## src/rtl/btpc_pkg.sv

```systemverilog
`timescale 1ns / 1ps
// ----------------------------------------------------------------------------
// btpc_pkg
// Shared types and binary32 helpers for the barometer compensation pipeline.
// ----------------------------------------------------------------------------
package btpc_pkg;

    localparam int unsigned NUM_REGS   = 7;
    localparam int unsigned IDX_W      = 3;
    localparam int unsigned CFG_W      = 64;
    localparam int unsigned DEPTH      = 23;
    localparam logic [31:0] CANON_NAN  = 32'h7FC0_0000;

    typedef enum logic [IDX_W-1:0] {
        REG_T1_T2   = 3'd0,
        REG_T3_P1   = 3'd1,
        REG_P2_P3   = 3'd2,
        REG_P4_P5   = 3'd3,
        REG_P6_P7   = 3'd4,
        REG_P8_P9   = 3'd5,
        REG_P10_P11 = 3'd6
    } t_reg_idx;

    typedef logic [31:0] t_f32;

    // leading zeros of a 48-bit word (priority encoder)
    function automatic logic [5:0] lzc48(input logic [47:0] v);
        logic [5:0] n;
        logic       hit;
        n   = 6'd48;
        hit = 1'b0;
        for (int i = 47; i >= 0; i--) begin
            if (!hit && v[i]) begin
                n   = 6'(47 - i);
                hit = 1'b1;
            end
        end
        return n;
    endfunction

    // round to nearest even and pack; n has its leading one at bit 47,
    // be is the biased exponent belonging to that bit
    function automatic t_f32 fp_pack(input logic s, input logic signed [10:0] be,
                                     input logic [47:0] n);
        logic signed [10:0] dn;
        logic [5:0]         sh;
        logic [95:0]        w;
        logic [23:0]        m24;
        logic               g;
        logic               st;
        logic [24:0]        r;
        logic [7:0]         e0;
        logic [31:0]        sum;
        t_f32               res;
        dn  = 11'sd1 - be;
        sh  = (be >= 11'sd1) ? 6'd0 : ((dn > 11'sd63) ? 6'd63 : dn[5:0]);
        w   = {n, 48'b0} >> sh;
        m24 = w[95:72];
        g   = w[71];
        st  = |w[70:0];
        r   = {1'b0, m24} + {24'b0, (g & (st | m24[0]))};
        e0  = (be >= 11'sd1) ? 8'(be - 11'sd1) : 8'd0;
        sum = {1'b0, e0, 23'b0} + {7'b0, r};
        if (be >= 11'sd255 || sum[31:23] >= 9'd255) begin
            res = {s, 8'hFF, 23'b0};
        end else begin
            res = {s, sum[30:0]};
        end
        return res;
    endfunction

    // 24-bit unsigned to binary32, always exact
    function automatic t_f32 u24_to_f32(input logic [23:0] raw);
        logic [47:0] n;
        logic [5:0]  lz;
        t_f32        res;
        n  = {raw, 24'b0};
        lz = lzc48(n);
        if (raw == 24'd0) begin
            res = 32'd0;
        end else begin
            res = fp_pack(1'b0, 11'sd150 - $signed({5'b0, lz}), n << lz);
        end
        return res;
    endfunction

endpackage

```

## src/rtl/btpc_fmul.sv

```systemverilog
`timescale 1ns / 1ps
// ----------------------------------------------------------------------------
// btpc_fmul
// Two-stage binary32 multiplier: mantissa product, then normalise and round.
// ----------------------------------------------------------------------------
module btpc_fmul (
    input  logic           i_clk,
    input  logic           i_en,
    input  btpc_pkg::t_f32 i_a,
    input  btpc_pkg::t_f32 i_b,
    output btpc_pkg::t_f32 o_y
);
    import btpc_pkg::*;

    logic        a_zero, b_zero, a_inf, b_inf, a_nan, b_nan;
    logic [23:0] ma, mb;
    logic [7:0]  ea, eb;

    logic               r_s, r_nan, r_inf;
    logic signed [10:0] r_x;
    logic [47:0]        r_p;
    t_f32               r_y;
    t_f32               n_y;
    logic [5:0]         lz;

    always_comb begin
        a_zero = (i_a[30:0] == 31'd0);
        b_zero = (i_b[30:0] == 31'd0);
        a_inf  = (i_a[30:23] == 8'hFF) && (i_a[22:0] == 23'd0);
        b_inf  = (i_b[30:23] == 8'hFF) && (i_b[22:0] == 23'd0);
        a_nan  = (i_a[30:23] == 8'hFF) && (i_a[22:0] != 23'd0);
        b_nan  = (i_b[30:23] == 8'hFF) && (i_b[22:0] != 23'd0);
        ea     = (i_a[30:23] == 8'd0) ? 8'd1 : i_a[30:23];
        eb     = (i_b[30:23] == 8'd0) ? 8'd1 : i_b[30:23];
        ma     = {(i_a[30:23] != 8'd0), i_a[22:0]};
        mb     = {(i_b[30:23] != 8'd0), i_b[22:0]};
    end

    always_ff @(posedge i_clk) begin
        if (i_en) begin
            r_s   <= i_a[31] ^ i_b[31];
            r_nan <= a_nan | b_nan | (a_inf & b_zero) | (b_inf & a_zero);
            r_inf <= a_inf | b_inf;
            r_x   <= $signed({3'b0, ea}) + $signed({3'b0, eb}) - 11'sd126;
            r_p   <= ma * mb;
        end
    end

    always_comb begin
        lz = lzc48(r_p);
        if (r_nan) begin
            n_y = CANON_NAN;
        end else if (r_inf) begin
            n_y = {r_s, 8'hFF, 23'b0};
        end else if (r_p == 48'd0) begin
            n_y = {r_s, 31'b0};
        end else begin
            n_y = fp_pack(r_s, r_x - $signed({5'b0, lz}), r_p << lz);
        end
    end

    always_ff @(posedge i_clk) begin
        if (i_en) begin
            r_y <= n_y;
        end
    end

    assign o_y = r_y;

endmodule

```

## config.mk

```make
export PLATFORM = sky130hd
export DESIGN_NAME = btpc_fmul
export DESIGN_NICKNAME = d
export VERILOG_FILES = /design/src/rtl/btpc_pkg.sv /design/src/rtl/btpc_fmul.sv
export SDC_FILE = /design/constraint.sdc
export NUM_CORES = 2
export LEC_CHECK = 0
export BUFFER_PORTS_ARGS = -buffer_cell sky130_fd_sc_hd__buf_2
export CAP_MARGIN = 20
export CORE_MARGIN = 2
export CORE_UTILIZATION = 55
export CTS_CLUSTER_SIZE = 40
export DETAILED_ROUTE_END_ITERATION = 10
export PLACE_DENSITY = 0.75
export SLEW_MARGIN = 20
export SYNTH_ARGS = -nofsm -noshare
export SYNTH_HDL_FRONTEND = slang
export SYNTH_SLANG_ARGS = --single-unit
```

## constraint.sdc

```tcl
create_clock -name i_clk -period 9.35 [get_ports i_clk]
set_input_delay 0.4675 -clock i_clk [delete_from_list [all_inputs] [get_ports i_clk]]
set_output_delay 0.4675 -clock i_clk [all_outputs]
set_load 0.02 [all_outputs]
```

==> impl_metrics.yaml <==
cells_and_area:
  stdcell_count: 4452
  areaGrowthSynthToFinish_pct: 5.66
  fillCellCount: 5127
  drive_above_1_share_pct: 10.1
  nets: 4442
global_routing:
  grt-ovfl-total: 0
  grt-busiest-layer: "met2"
  grt_pass1_wl_mm: 163
  grt_use_met2_pct: 57.9
  grt_max_degree: 70
  grt_util_met3_pct: 7.15
  grtUsageTotal_pct: 35.5
  first_global_vias: 28400
  use_met1_pct: 44.8
  antenna_found_initial: 5
clock_tree:
  htreeDepth: 3
  cts_root_buf: "clkbuf_16"
  cts_tree: "done"
  numCtsBuffers: 9
  cts_sinks: 93
  path_clk_slew_ns: 0.07
  clk_path_buf_depth: 2
  hold_buffers: 0
  clock_latency_ns: 0.38
detailed_routing:
  drtPass1Iterations: 7
  detail-route-antenna-nets: 0
  wl_mm: 104
  drc: 0
  vias: 28400
  drt_iter0_drc: 3535
  drt-wirelength-per-cell_um: 23.4
  drt-vias-per-instance: 6.38
floorplan:
  top_level_ports: 98
  die_h_um: 242
  rows: 87
  dieArea_um2: 58400
  coreArea_um2: 56200
  die_x_um: 242
  start_util_pct: 55.3
setup_path:
  critPathKind: "register to register"
  cpPeakStageDelay_ns: 0.61
  required_ns: 9.45
  start_kind: "register"
  crit_path_frequent_cell: "nand3_1"
  cp_max_fo: 23
  critPathArrivalTime_ns: 9.00
  worst-r2r-cell-count: 32
  crit_slowest_cell: "a2111oi_2"
  cp-end-kind: "register"
synthesis:
  synth_common_cells: "nand2_1 (580), inv_1 (534), fa_1 (484)"
  synth_fp_nets: 4432
  synth_compound_area_share_pct: 14.2
  synth.most_common_cell: "nand2_1"
  synthTopCellsByArea: "fa_1 (31%), edfxtp_1 (9.0%), ha_1 (8.2%)"
  ys_ff_latch: 93
  synthSimpleGateAreaFrac_pct: 20.9
  synth_seq_area_share_pct: 8.98
  synth_cell_types: 122
  synthMuxAreaShare_pct: 4.09
  synth-xor-area-share_pct: 2.62
  netlist.area_leader.share_pct: 31.2
  synth_top_family_by_area: "adder cells"
  synth_cells: 3679
  ys_async_sr_fraction_pct: 0
  synth_fa_ha_area_share_pct: 39.3
  yosysTopAreaCell: "fa_1"
  yosys_warnings: 0
  syn_area_um2: 31100
  syn_area_per_cell_um2: 8.45
  synth_edf_count: 93
  synth_ff_type: "edfxtp_1"
timing:
  slew_headroom_pct: 25.1
  min_period_ns: 8.90
  fin_skew_ns: 0.0108
  fmax_ghz: 0.112
  slew_viol_final: 0
  period_share_pct: 95.2
  setup_viol: 0
  hold_violations: 0
  tightest_slew_ns: 1.12
placement:
  place.gp.congestion: 1.08
  portBuffers: 97
  dp.cells: 4434
  detailed_place_hpwl_mm: 80.8
status:
  run_status: "finished clean"
worst_hold_path:
  whs_path_depth: 2
  hp-class: "input port to register"
flow_run:
  maxCapViolCount: 0
[worst max-delay path, delay by kind of cell, from the launching register on]
family	cells	cell delay, ns
AO/OA/AOI/OAI	10	3.22
XOR/XNOR	2	0.48
adder cells (fa/ha/maj)	2	0.47
buffers and inverters	4	0.72
flip-flops	1	0.51
AND/OR/NAND/NOR	14	3.18
[flip-flops by register name, indices dropped and copies added, names as in the netlist]
signal  cells
o_y        32
r_p        48
r_x        10
r_s         1
r_inf       1
r_nan       1
[placed cells by master, fill, tap and decap left out, drive strengths merged, types with 10 or more instances in the layout]
cell / count
a21o: 25
xnor2: 60
a32oi: 16
o211ai: 38
edfxtp: 93
o21bai: 17
a211oi: 36
nand2: 583
o2111ai: 13
a21oi: 127
nor3: 65
and3: 22
or3: 14
nand2b: 17
nor2: 174
o21ai: 104
nand4: 36
inv: 543
fa: 484
ha: 203
and2: 211
buf: 223
o22ai: 28
o31ai: 16
xor2: 32
a221oi: 11
mux4: 25
a31oi: 38
nand3: 91
nor2b: 14
or2: 16
a22oi: 38
mux2: 12
mux2i: 57
nor4: 48
or4: 10
[metal layers]
metal  wire [um]  part of all wire, %
met1       38400                   37
met3       10900                   10
met2       48300                   46
met4        6650                  6.4
met5           0                    0
[final cells by class]
class	instances	area, um2	area share [%]
multi-input combinational	2822	25300	77.1
inverter	540	2030	6.19
tap	756	946	2.88
timing repair buffer	223	1460	4.44
antenna	2	5.00	0.0152
sequential	93	2790	8.50
clock inverter	7	68.8	0.210
clock buffer	9	225	0.686
[stage by stage]
stage	TNS (ns)	instance area [um2]	worst slack [ns]	hold WS, ns	utilization, %
after floorplan	0	31100	0.638	0.509	-
after global placement	0	32500	0.345	0.520	57.9
after detailed placement	0	32500	0.0443	0.534	57.9
after CTS	0	32800	0.0223	0.396	58.4
after global routing	-0.147	32800	-0.0198	0.397	58.5
final	0	32800	0.446	0.395	58.5
[what timing repair did]
item,in CTS,in global routing
setup endpoints to repair,0,24
resized for setup,0,6
setup buffers,0,0
[path summary, 6_finish.rpt]
| check | from | endpoint | slack (ns) |
|---|---|---|---|
| min | i_a[31] | r_s | 0.40 |
| min reg2reg | r_s | o_y[31] | 0.54 |
| max | r_p[15] | o_y[4] | 0.45 |
| max reg2reg | r_p[15] | o_y[4] | 0.45 |
[cell families (layout without fill, tap and decap cells)]
group	Yosys count	after routing
AOI/OAI and AO/OA	614	614
xor gates and xnor gates	92	92
adders and majority gates	687	687
buffers and inverters	764	779
DFF	93	93
muxes	94	94
other	0	2
and+or+nand+nor	1335	1335
Power is left out: the tool's default activity adds up to more than one toggle a clock period on the data nets, which glitch-free logic cannot reach.
