**src/rtl/btpc_pkg.sv**
```systemverilog
`timescale 1ns / 1ps
// ----------------------------------------------------------------------------
// btpc_pkg
// Shared types and binary32 helpers for the barometer compensation pipeline.
// ----------------------------------------------------------------------------
package btpc_pkg;

    localparam int unsigned NUM_REGS   = 7;
    localparam int unsigned IDX_W      = 3;
    localparam int unsigned CFG_W      = 64;
    localparam int unsigned DEPTH      = 23;
    localparam logic [31:0] CANON_NAN  = 32'h7FC0_0000;

    typedef enum logic [IDX_W-1:0] {
        REG_T1_T2   = 3'd0,
        REG_T3_P1   = 3'd1,
        REG_P2_P3   = 3'd2,
        REG_P4_P5   = 3'd3,
        REG_P6_P7   = 3'd4,
        REG_P8_P9   = 3'd5,
        REG_P10_P11 = 3'd6
    } t_reg_idx;

    typedef logic [31:0] t_f32;

    // leading zeros of a 48-bit word (priority encoder)
    function automatic logic [5:0] lzc48(input logic [47:0] v);
        logic [5:0] n;
        logic       hit;
        n   = 6'd48;
        hit = 1'b0;
        for (int i = 47; i >= 0; i--) begin
            if (!hit && v[i]) begin
                n   = 6'(47 - i);
                hit = 1'b1;
            end
        end
        return n;
    endfunction

    // round to nearest even and pack; n has its leading one at bit 47,
    // be is the biased exponent belonging to that bit
    function automatic t_f32 fp_pack(input logic s, input logic signed [10:0] be,
                                     input logic [47:0] n);
        logic signed [10:0] dn;
        logic [5:0]         sh;
        logic [95:0]        w;
        logic [23:0]        m24;
        logic               g;
        logic               st;
        logic [24:0]        r;
        logic [7:0]         e0;
        logic [31:0]        sum;
        t_f32               res;
        dn  = 11'sd1 - be;
        sh  = (be >= 11'sd1) ? 6'd0 : ((dn > 11'sd63) ? 6'd63 : dn[5:0]);
        w   = {n, 48'b0} >> sh;
        m24 = w[95:72];
        g   = w[71];
        st  = |w[70:0];
        r   = {1'b0, m24} + {24'b0, (g & (st | m24[0]))};
        e0  = (be >= 11'sd1) ? 8'(be - 11'sd1) : 8'd0;
        sum = {1'b0, e0, 23'b0} + {7'b0, r};
        if (be >= 11'sd255 || sum[31:23] >= 9'd255) begin
            res = {s, 8'hFF, 23'b0};
        end else begin
            res = {s, sum[30:0]};
        end
        return res;
    endfunction

    // 24-bit unsigned to binary32, always exact
    function automatic t_f32 u24_to_f32(input logic [23:0] raw);
        logic [47:0] n;
        logic [5:0]  lz;
        t_f32        res;
        n  = {raw, 24'b0};
        lz = lzc48(n);
        if (raw == 24'd0) begin
            res = 32'd0;
        end else begin
            res = fp_pack(1'b0, 11'sd150 - $signed({5'b0, lz}), n << lz);
        end
        return res;
    endfunction

endpackage

```
**src/rtl/btpc_fadd.sv**
```systemverilog
`timescale 1ns / 1ps
// ----------------------------------------------------------------------------
// btpc_fadd
// Two-stage binary32 adder: align and add, then normalise and round.
// ----------------------------------------------------------------------------
module btpc_fadd (
    input  logic           i_clk,
    input  logic           i_en,
    input  btpc_pkg::t_f32 i_a,
    input  btpc_pkg::t_f32 i_b,
    output btpc_pkg::t_f32 o_y
);
    import btpc_pkg::*;

    logic        a_inf, b_inf, a_nan, b_nan, swap;
    t_f32        big, sml;
    logic [7:0]  e_big, e_sml, diff;
    logic [4:0]  sh;
    logic [26:0] big_x, al;
    logic [53:0] sw;
    logic [27:0] sum;

    logic        r_s, r_zs, r_nan, r_inf, r_is;
    logic [7:0]  r_e;
    logic [27:0] r_sum;
    t_f32        r_y;
    t_f32        n_y;
    logic [47:0] nrm;
    logic [5:0]  lz;

    always_comb begin
        a_inf = (i_a[30:23] == 8'hFF) && (i_a[22:0] == 23'd0);
        b_inf = (i_b[30:23] == 8'hFF) && (i_b[22:0] == 23'd0);
        a_nan = (i_a[30:23] == 8'hFF) && (i_a[22:0] != 23'd0);
        b_nan = (i_b[30:23] == 8'hFF) && (i_b[22:0] != 23'd0);
        swap  = (i_b[30:0] > i_a[30:0]);
        big   = swap ? i_b : i_a;
        sml   = swap ? i_a : i_b;
        e_big = (big[30:23] == 8'd0) ? 8'd1 : big[30:23];
        e_sml = (sml[30:23] == 8'd0) ? 8'd1 : sml[30:23];
        diff  = e_big - e_sml;
        sh    = (diff > 8'd31) ? 5'd31 : diff[4:0];
        big_x = {(big[30:23] != 8'd0), big[22:0], 3'b0};
        sw    = {(sml[30:23] != 8'd0), sml[22:0], 3'b0, 27'b0} >> sh;
        al    = {sw[53:28], sw[27] | (|sw[26:0])};
        if (big[31] != sml[31]) begin
            sum = {1'b0, big_x} - {1'b0, al};
        end else begin
            sum = {1'b0, big_x} + {1'b0, al};
        end
    end

    always_ff @(posedge i_clk) begin
        if (i_en) begin
            r_s   <= big[31];
            r_zs  <= i_a[31] & i_b[31];
            r_nan <= a_nan | b_nan | (a_inf & b_inf & (i_a[31] != i_b[31]));
            r_inf <= a_inf | b_inf;
            r_is  <= a_inf ? i_a[31] : i_b[31];
            r_e   <= e_big;
            r_sum <= sum;
        end
    end

    always_comb begin
        nrm = {r_sum, 20'b0};
        lz  = lzc48(nrm);
        if (r_nan) begin
            n_y = CANON_NAN;
        end else if (r_inf) begin
            n_y = {r_is, 8'hFF, 23'b0};
        end else if (r_sum == 28'd0) begin
            n_y = {r_zs, 31'b0};
        end else begin
            n_y = fp_pack(r_s, $signed({3'b0, r_e}) + 11'sd1 - $signed({5'b0, lz}),
                          nrm << lz);
        end
    end

    always_ff @(posedge i_clk) begin
        if (i_en) begin
            r_y <= n_y;
        end
    end

    assign o_y = r_y;

endmodule

```
**config.mk**
```make
export PLATFORM = sky130hd
export DESIGN_NAME = btpc_fadd
export DESIGN_NICKNAME = d
export VERILOG_FILES = /design/src/rtl/btpc_pkg.sv /design/src/rtl/btpc_fadd.sv
export SDC_FILE = /design/constraint.sdc
export NUM_CORES = 1
export LEC_CHECK = 0
export ABC_AREA = 1
export BUFFER_PORTS_ARGS = -buffer_cell sky130_fd_sc_hd__buf_2
export CAP_MARGIN = 20
export CORE_ASPECT_RATIO = 2
export CORE_MARGIN = 5
export CORE_UTILIZATION = 58
export DETAILED_ROUTE_END_ITERATION = 6
export GPL_TIMING_DRIVEN = 1
export PLACE_DENSITY = 0.83
export SLEW_MARGIN = 20
export SYNTH_ARGS = -nofsm -noshare
export SYNTH_HDL_FRONTEND = slang
export SYNTH_SLANG_ARGS = --single-unit
```
**constraint.sdc**
```tcl
create_clock -name i_clk -period 8.8 [get_ports i_clk]
set_input_delay 0.44 -clock i_clk [delete_from_list [all_inputs] [get_ports i_clk]]
set_output_delay 0.44 -clock i_clk [all_outputs]
set_load 0.02 [all_outputs]
```
==> results of run 1 <==
==> worst max-delay path, delay by kind of cell <==
family,cells,cell delay [ns]
buffers and inverters,10,1.09
xor gates and xnor gates,1,0.14
AOI/OAI and AO/OA,24,3.41
adders and majority gates,4,1.18
and+or+nand+nor,26,2.47
==> cell type report <==
| cell class | instances | area (um2) |
|---|---|---|
| Clock buffer | 9 | 225 |
| Clock inverter | 7 | 77.6 |
| Fill cell | 2378 | 7860 |
| Inverter | 287 | 1090 |
| Multi-Input combinational cell | 2047 | 11600 |
| Sequential cell | 73 | 2190 |
| Tap cell | 340 | 425 |
| Timing Repair Buffer | 284 | 2020 |
| Timing Repair inverter | 1 | 5.00 |
==> report_power, final <==
group	leakage, nW	internal [mW]	switching, mW
clock	0.146	0.222	0.158
sequential	0.724	0.473	0.0533
combinational	7.92	1.06	2.22
total	8.79	1.75	2.43
==> cell families (layout without fill, tap and decap cells) <==
| kind of cell | count (synthesis) | count (layout) | share of synthesized area (%) |
|---|---|---|---|
| xor+xnor | 56 | 56 | 3.40 |
| compound gates | 334 | 334 | 12.6 |
| fa+ha+maj | 112 | 112 | 9.57 |
| mux | 1 | 1 | 0.0672 |
| simple gates | 1544 | 1544 | 48.7 |
| buf+inv | 395 | 588 | 10.9 |
| flops | 73 | 73 | 14.7 |
==> layer usage <==
| layer | GRT usage [%] | up-vias |
|---|---|---|
| met5 | 0 | - |
| met4 | 38.3 | 0 |
| met3 | 4.80 | 362 |
| met2 | 70.5 | 864 |
| met1 | 31.3 | 8337 |
| li1 | - | 8807 |
==> registers in the layout, indices dropped and copies added (netlist names) <==
signal / flops
o_y: 32
r_sum: 28
r_e: 8
r_inf: 1
r_is: 1
r_nan: 1
r_s: 1
r_zs: 1
==> path summary, 6_finish.rpt <==
kind | from | end | cells after the start
worst min-delay path | i_a[31] | r_s | 3
worst max-delay path | i_b[2] | r_sum[25] | 65
worst min register to register | r_is | o_y[31] | 2
worst max register to register | r_sum[13] | o_y[0] | 50
==> cells in the final DEF (no fill, tap or decap), types with 4 or more instances in the layout <==
cell       netlist  routed
a211oi_1         5       5
a21oi_1        124     108
a21oi_2          3      18
and2_1           4       4
buf_12           3       4
buf_2           27      96
buf_4            6     173
buf_6            4       7
clkbuf_16        0      11
edfxtp_1        73      73
ha_1           109     101
ha_4             0       6
inv_1          267     256
inv_2           16      25
nand2_1        678     646
nand2_2         25      50
nand2_4          2       8
nand3_1        423     411
nand3_2         19      31
nand3_4          4       4
nand3b_1         4       4
nand4_1         76      76
nand4_2          4       4
nor2_1         204     200
nor2_2          20      22
nor2_4          28      30
nor3_1          23      22
nor3_2           4       5
nor4_1          14      12
o211ai_1         8       8
o21a_1           7       7
o21ai_0        135      98
o21ai_1          4      22
o21ai_2          2      17
o21ai_4          0       4
o21bai_1         7       7
o31ai_1          8       5
or2_2            6       5
xnor2_1         15      15
xor2_1          39      39
==> stage by stage <==
| step | TNS, ns | hold slack, ns | utilization, % |
|---|---|---|---|
| 2_1_floorplan | 0 | 0.520 | - |
| 3_5_place_dp | -3.20 | 0.580 | 64.8 |
| 5_1_grt | -1.76 | 0.458 | 69.2 |
| 3_3_place_gp | -1.36 | 0.546 | 64.8 |
| 4_1_cts | 0 | 0.403 | 66.1 |
| 6_report | 0 | 0.411 | 69.2 |
==> what timing repair did <==
| action | in CTS | in global routing |
|---|---|---|
| pin swaps | 1 | 53 |
| endpoints found under the setup margin | 6 | 29 |
| setup buffers | 0 | 16 |
| resized for setup | 18 | 171 |
| hold buffers | 0 | 0 |
| gates cloned | 0 | 6 |
==> qor.txt, run 1 <==
LEAKAGE: 8.79 nW
RSZ-0062 raised after global routing: true
DP Wirelength: 46.4 mm
final WL: 57.8 mm
H-tree depth: 3
Post-Syn Nets: 2,693
Vias: 18,400
WL/cell: 19.0 um
Cell Area, Synth: 0.0149 mm2
pre-CTS setup slack: -0.623 ns
top cells by count, synth: 678 x nand2_1, 423 x nand3_1, 267 x inv_1
Synth-to-Final Area Change: 18.8%
max_cap viols: 0
Post-synth EDFFs: 73
crit path time final: 8.63 ns
crit end category: flip-flop
total met3 wirelength after detailed routing: 2.84 mm
Pins Over Slew Limit: 0
share of Yosys cell area claimed by the top area cell type: 17.1%
CP Class: input pin to flip-flop
initial DRC count: 1,430
TritonCTS clock tree: yes
VDD IR-drop max: 0.000133 V
synthesized area per cell: 5.92 um2
Final Cell Area: 0.0177 mm2
post-synthesis cell type count: 61
I/O pins: 98
nets: 2,881
power per cell area: 237 mW/mm2
Num Clock Sinks: 73
uppermost layer routed: met4
num rows: 83
FF+latch count, synth: 73
DRC viols: 0
clock skew: 0.00774 ns
n_diodes: 0
Overall Power: 4.19 mW
Tightest Hold Check Type: input pin to flip-flop
first-pass GRT wire length: 86.2 mm
met2 WL: 30.5 mm
period utilization: 98.1%
Pre-antenna DRT Iters: 7
share of cells above drive strength 1: 20.7%
Metal-1 WL: 17.3 mm
Die Span X: 123 um
fraction of registers with async set/reset: 0%
Skew-Pair Late Insertion Delay: 0.36 ns
largest net degree at the start of global routing: 74
Final Setup Violations: 0
remaining antenna violation count: 0
vias in the first global route: 17,700
Cells after Synth: 2,515
Placer Congestion: 1.07
ys flop type: edfxtp_1
placed insts: 3,011
run status: completed
Slew HR: 23.3%
critical path required time: 8.92 ns
GRT Total Usage: 37.6%
worst setup margin: 0.171 ns
largest cells by area after synthesis: nand2_1 17%, edfxtp_1 15%, nand3_1 14%
flop2flop setup slack: 0.61 ns
sequential cell area fraction in the yosys report: 14.7%
chip height: 237 um
gr ovfl total: 0
vias per cell: 6.03
Area after DPL: 0.0166 mm2
Clock transition at path regs: 0.06 ns
largest fanout on the critical path: 8
fmax: 116 MHz
Worst Path Arrival: 8.75 ns
PortBufs: 97
Starting Density: 58.3%
Worst Setup Start Kind: input pin
die footprint: 0.0292 mm2
Least-Margin Pin Slew: 1.14 ns
most common cell in the synthesized netlist: nand2_1
critical path's most frequent cell: nand2_1
Final Hold Vio Count: 0
Root Buffer: clkbuf_16
CTS Buf Count: 9
Synth area leader: nand2_1
CTS Buffer Depth: 2
initial antenna violation count: 0
CP max stage delay: 0.37 ns
Slowest-stage cell, CP: fa_2
core box area: 0.0255 mm2
fin cells: 3,048
YS warnings: 0
(Power assumes the default switching activity.)
==> inputs of run 2 (changes only) <==
- clock period: 8.8 -> 7.4 ns (I/O delays scaled with it)
==> qor.txt, run 2 <==
synthesized area per cell: 5.92 um2
post-synthesis cell type count: 61
fraction of registers with async set/reset: 0%
CTS Buf Count: 9
worst_ep grt: r_sum[25]$_DFFE_PP_/D
Num Clock Sinks: 73
sequential cell area fraction in the yosys report: 14.7%
run status: did not finish
ys flop type: edfxtp_1
most common cell in the synthesized netlist: nand2_1
DP Wirelength: 47.5 mm
GRT Total Usage: 50.6%
Die Span X: 123 um
Cells after Synth: 2,515
Post-Syn Nets: 2,693
Cell Area, Synth: 0.0149 mm2
chip height: 237 um
CTS Buffer Depth: 2
YS warnings: 0
gr ovfl total: 2
Synth Area in XOR/XNOR: 3.40%
Run Error: [ERROR GRT-0232] Routing congestion too high. Check the congestion heatmap in the GUI.
largest net degree at the start of global routing: 74
largest cells by area after synthesis: nand2_1 17%, edfxtp_1 15%, nand3_1 14%
Synth Area in Adders: 9.57%
largest family of logic cells by synthesized area: simple AND/OR/NAND/NOR gates
Synth area leader: nand2_1
top cells by count, synth: 678 x nand2_1, 423 x nand3_1, 267 x inv_1
num rows: 83
worst ep type: sequential cell input
share of Yosys cell area claimed by the top area cell type: 17.1%
mux cell area share after synthesis: 0.0672%
PortBufs: 97
pre-CTS setup slack: -1.69 ns
Root Buffer: clkbuf_16
simple-gate area share of the yosys netlist: 48.7%
Starting Density: 58.3%
Placer Congestion: 1.03
Post-synth EDFFs: 73
FF+latch count, synth: 73
H-tree depth: 3
Area after DPL: 0.0179 mm2
compound-cell area share of the yosys netlist: 12.6%
Halt Stage: global routing
I/O pins: 98
[run 2: cell counts after synthesis]
No cell type changed its count.
[run 2: timing repair]
item | in CTS
cloned | 7
pin swaps | 47
setup buffers | 76
setup endpoints to repair | 42
resized for setup | 139
hold buffers | 0
[run 2: cells by family after synthesis]
kind of cell,Yosys count
simple gates,1544
buf+inv,395
compound gates,334
fa+ha+maj,112
flops,73
xor+xnor,56
mux,1
[run 2: per-layer routing]
metal,GRT overflow,GRT usage [%]
met1,0,43.4
met4,1,59.5
met2,1,79.2
met5,0,1.96
met3,0,20.9
[run 2: metrics by stage]
stage | util, % | std cells
floorplan | - | 2515
global placement | 70.0 | 3164
detailed placement | 70.0 | 3164
CTS | 75.7 | 3263
==> inputs of run 3 (changes only) <==
- CORE_ASPECT_RATIO: 2 -> default
- CORE_UTILIZATION: 58 -> 40
- PLACE_DENSITY: 0.83 -> default
- PLACE_DENSITY_LB_ADDON: default -> 0.15
- clock period: 7.4 -> 9.6 ns (I/O delays scaled with it)
==> qor.txt, run 3 (synthesized netlist as in run 1, its figures left out) <==
commonest non-fill, non-tap cells in the layout: 676 x nand2_1, 423 x nand3_1, 267 x inv_1, 204 x nor2_1, 122 x o21ai_0
clock skew: 0.0110 ns
crit end category: flip-flop
I/O pins: 98
Final Setup Violations: 0
commonest non-fill, non-tap cell in the layout: nand2_1
Setup Fix Bufs, Post-CTS: 0
CTS Buffer Depth: 2
power per cell area: 214 mW/mm2
Starting Density: 40.6%
n_diodes: 0
Pins Over Slew Limit: 0
die footprint: 0.0412 mm2
final WL: 52.4 mm
DP Wirelength: 43.5 mm
CP max stage delay: 0.37 ns
CTS Buf Count: 9
share of cells above drive strength 1: 12.7%
nets: 2,746
Worst Setup Start Kind: input pin
vias per cell: 5.51
Hold Crit Start: i_en
max reg flops: 32
max_cap viols: 0
remaining antenna violation count: 0
PortBufs: 97
largest fanout on the critical path: 35
Placer Congestion: 0.968
placed insts: 3,024
fin cells: 3,041
final core occ: 44.4%
Hold WS: 0.401 ns
WL/cell: 17.2 um
critical path required time: 9.72 ns
crit path time final: 8.74 ns
hold buffers post-CTS: 0
Skew-Pair Late Insertion Delay: 0.35 ns
Synth-to-Final Area Change: 9.51%
initial antenna violation count: 0
Pre-antenna DRT Iters: 6
Vias: 16,700
GRT Total Usage: 24.9%
fmax: 114 MHz
launching point of the worst reg2reg path: r_sum[22]
largest net degree at the start of global routing: 83
Clock transition at path regs: 0.06 ns
LEAKAGE: 8.06 nW
Final Hold Vio Count: 0
period utilization: 91.0%
worst setup margin: 0.861 ns
num rows: 70
VDD IR-drop max: 0.0000979 V
first-pass GRT wire length: 83.9 mm
gr ovfl total: 0
Hold Crit Depth: 1
TritonCTS clock tree: yes
worst r2r path cells: 52
Root Buffer: clkbuf_16
Critical Path Start: i_a[2]
Slew HR: 42.6%
CP Class: input pin to flip-flop
pre-CTS setup slack: 0.190 ns
run status: completed
Tightest Hold Check Type: input pin to flip-flop
Least-Margin Pin Slew: 0.861 ns
H-tree depth: 3
initial DRC count: 1,279
DRC viols: 0
Die Span X: 203 um
Worst Path Arrival: 8.86 ns
chip height: 203 um
flop2flop setup slack: 1.10 ns
Num Clock Sinks: 73
core box area: 0.0367 mm2
vias in the first global route: 15,900
Filler Cells Inserted: 3,980
Slowest-stage cell, CP: ha_1
run 3: worst paths after layout:
kind,end
hold / removal,r_sum[16]
setup reg to reg,o_y[8]
hold reg to reg,o_y[22]
setup / recovery,r_sum[25]
run 3: where the power goes:
group / internal (mW) / total [mW] / switching, mW
combinational: 0.812 / 2.62 / 1.81
clock: 0.228 / 0.371 / 0.143
sequential: 0.434 / 0.495 / 0.0613
run 3: area by class of cell:
class	instances	area, um2	area share (%)
sequential	73	2190	13.4
tap	468	586	3.59
timing repair buffer	150	960	5.89
clock inverter	6	90.1	0.553
inverter	287	1080	6.61
multi-input combinational	2047	11200	68.5
clock buffer	10	229	1.40
run 3: timing repair:
| action | CTS | global route |
|---|---|---|
| gates resized for setup | 0 | 31 |
| hold endpoints to repair | 0 | 0 |
| setup endpoints to repair | 0 | 6 |
run 3: worst max-delay path: cells and delay by family:
family	cells	cell delay (ns)
AOI/OAI and AO/OA	23	3.38
xor gates and xnor gates	1	0.16
adders and majority gates	4	1.09
buffers and inverters	13	1.32
and+or+nand+nor	25	2.40
run 3: per-stage QoR:
| stage | cell area [um2] | setup TNS [ns] | power [mW] |
|---|---|---|---|
| 6_report | 16300 | 0 | 3.49 |
| 3_3_place_gp | 15900 | 0 | 3.09 |
| 2_1_floorplan | 14900 | 0 | 2.41 |
| 4_1_cts | 16200 | 0 | 3.47 |
| 3_5_place_dp | 15900 | 0 | 3.08 |
| 5_1_grt | 16300 | -0.0245 | 3.84 |
run 3: routing by layer:
metal / part of all wire, % / routed length (um) / up-vias / global-route usage, %
met5: 0 / 0 / - / 0
met4: 2.2 / 1160 / 0 / 6.57
met3: 4.8 / 2500 / 59 / 2.06
met2: 48 / 25400 / 476 / 43.8
met1: 45 / 23400 / 7676 / 33.0
li1: - / - / 8538 / -
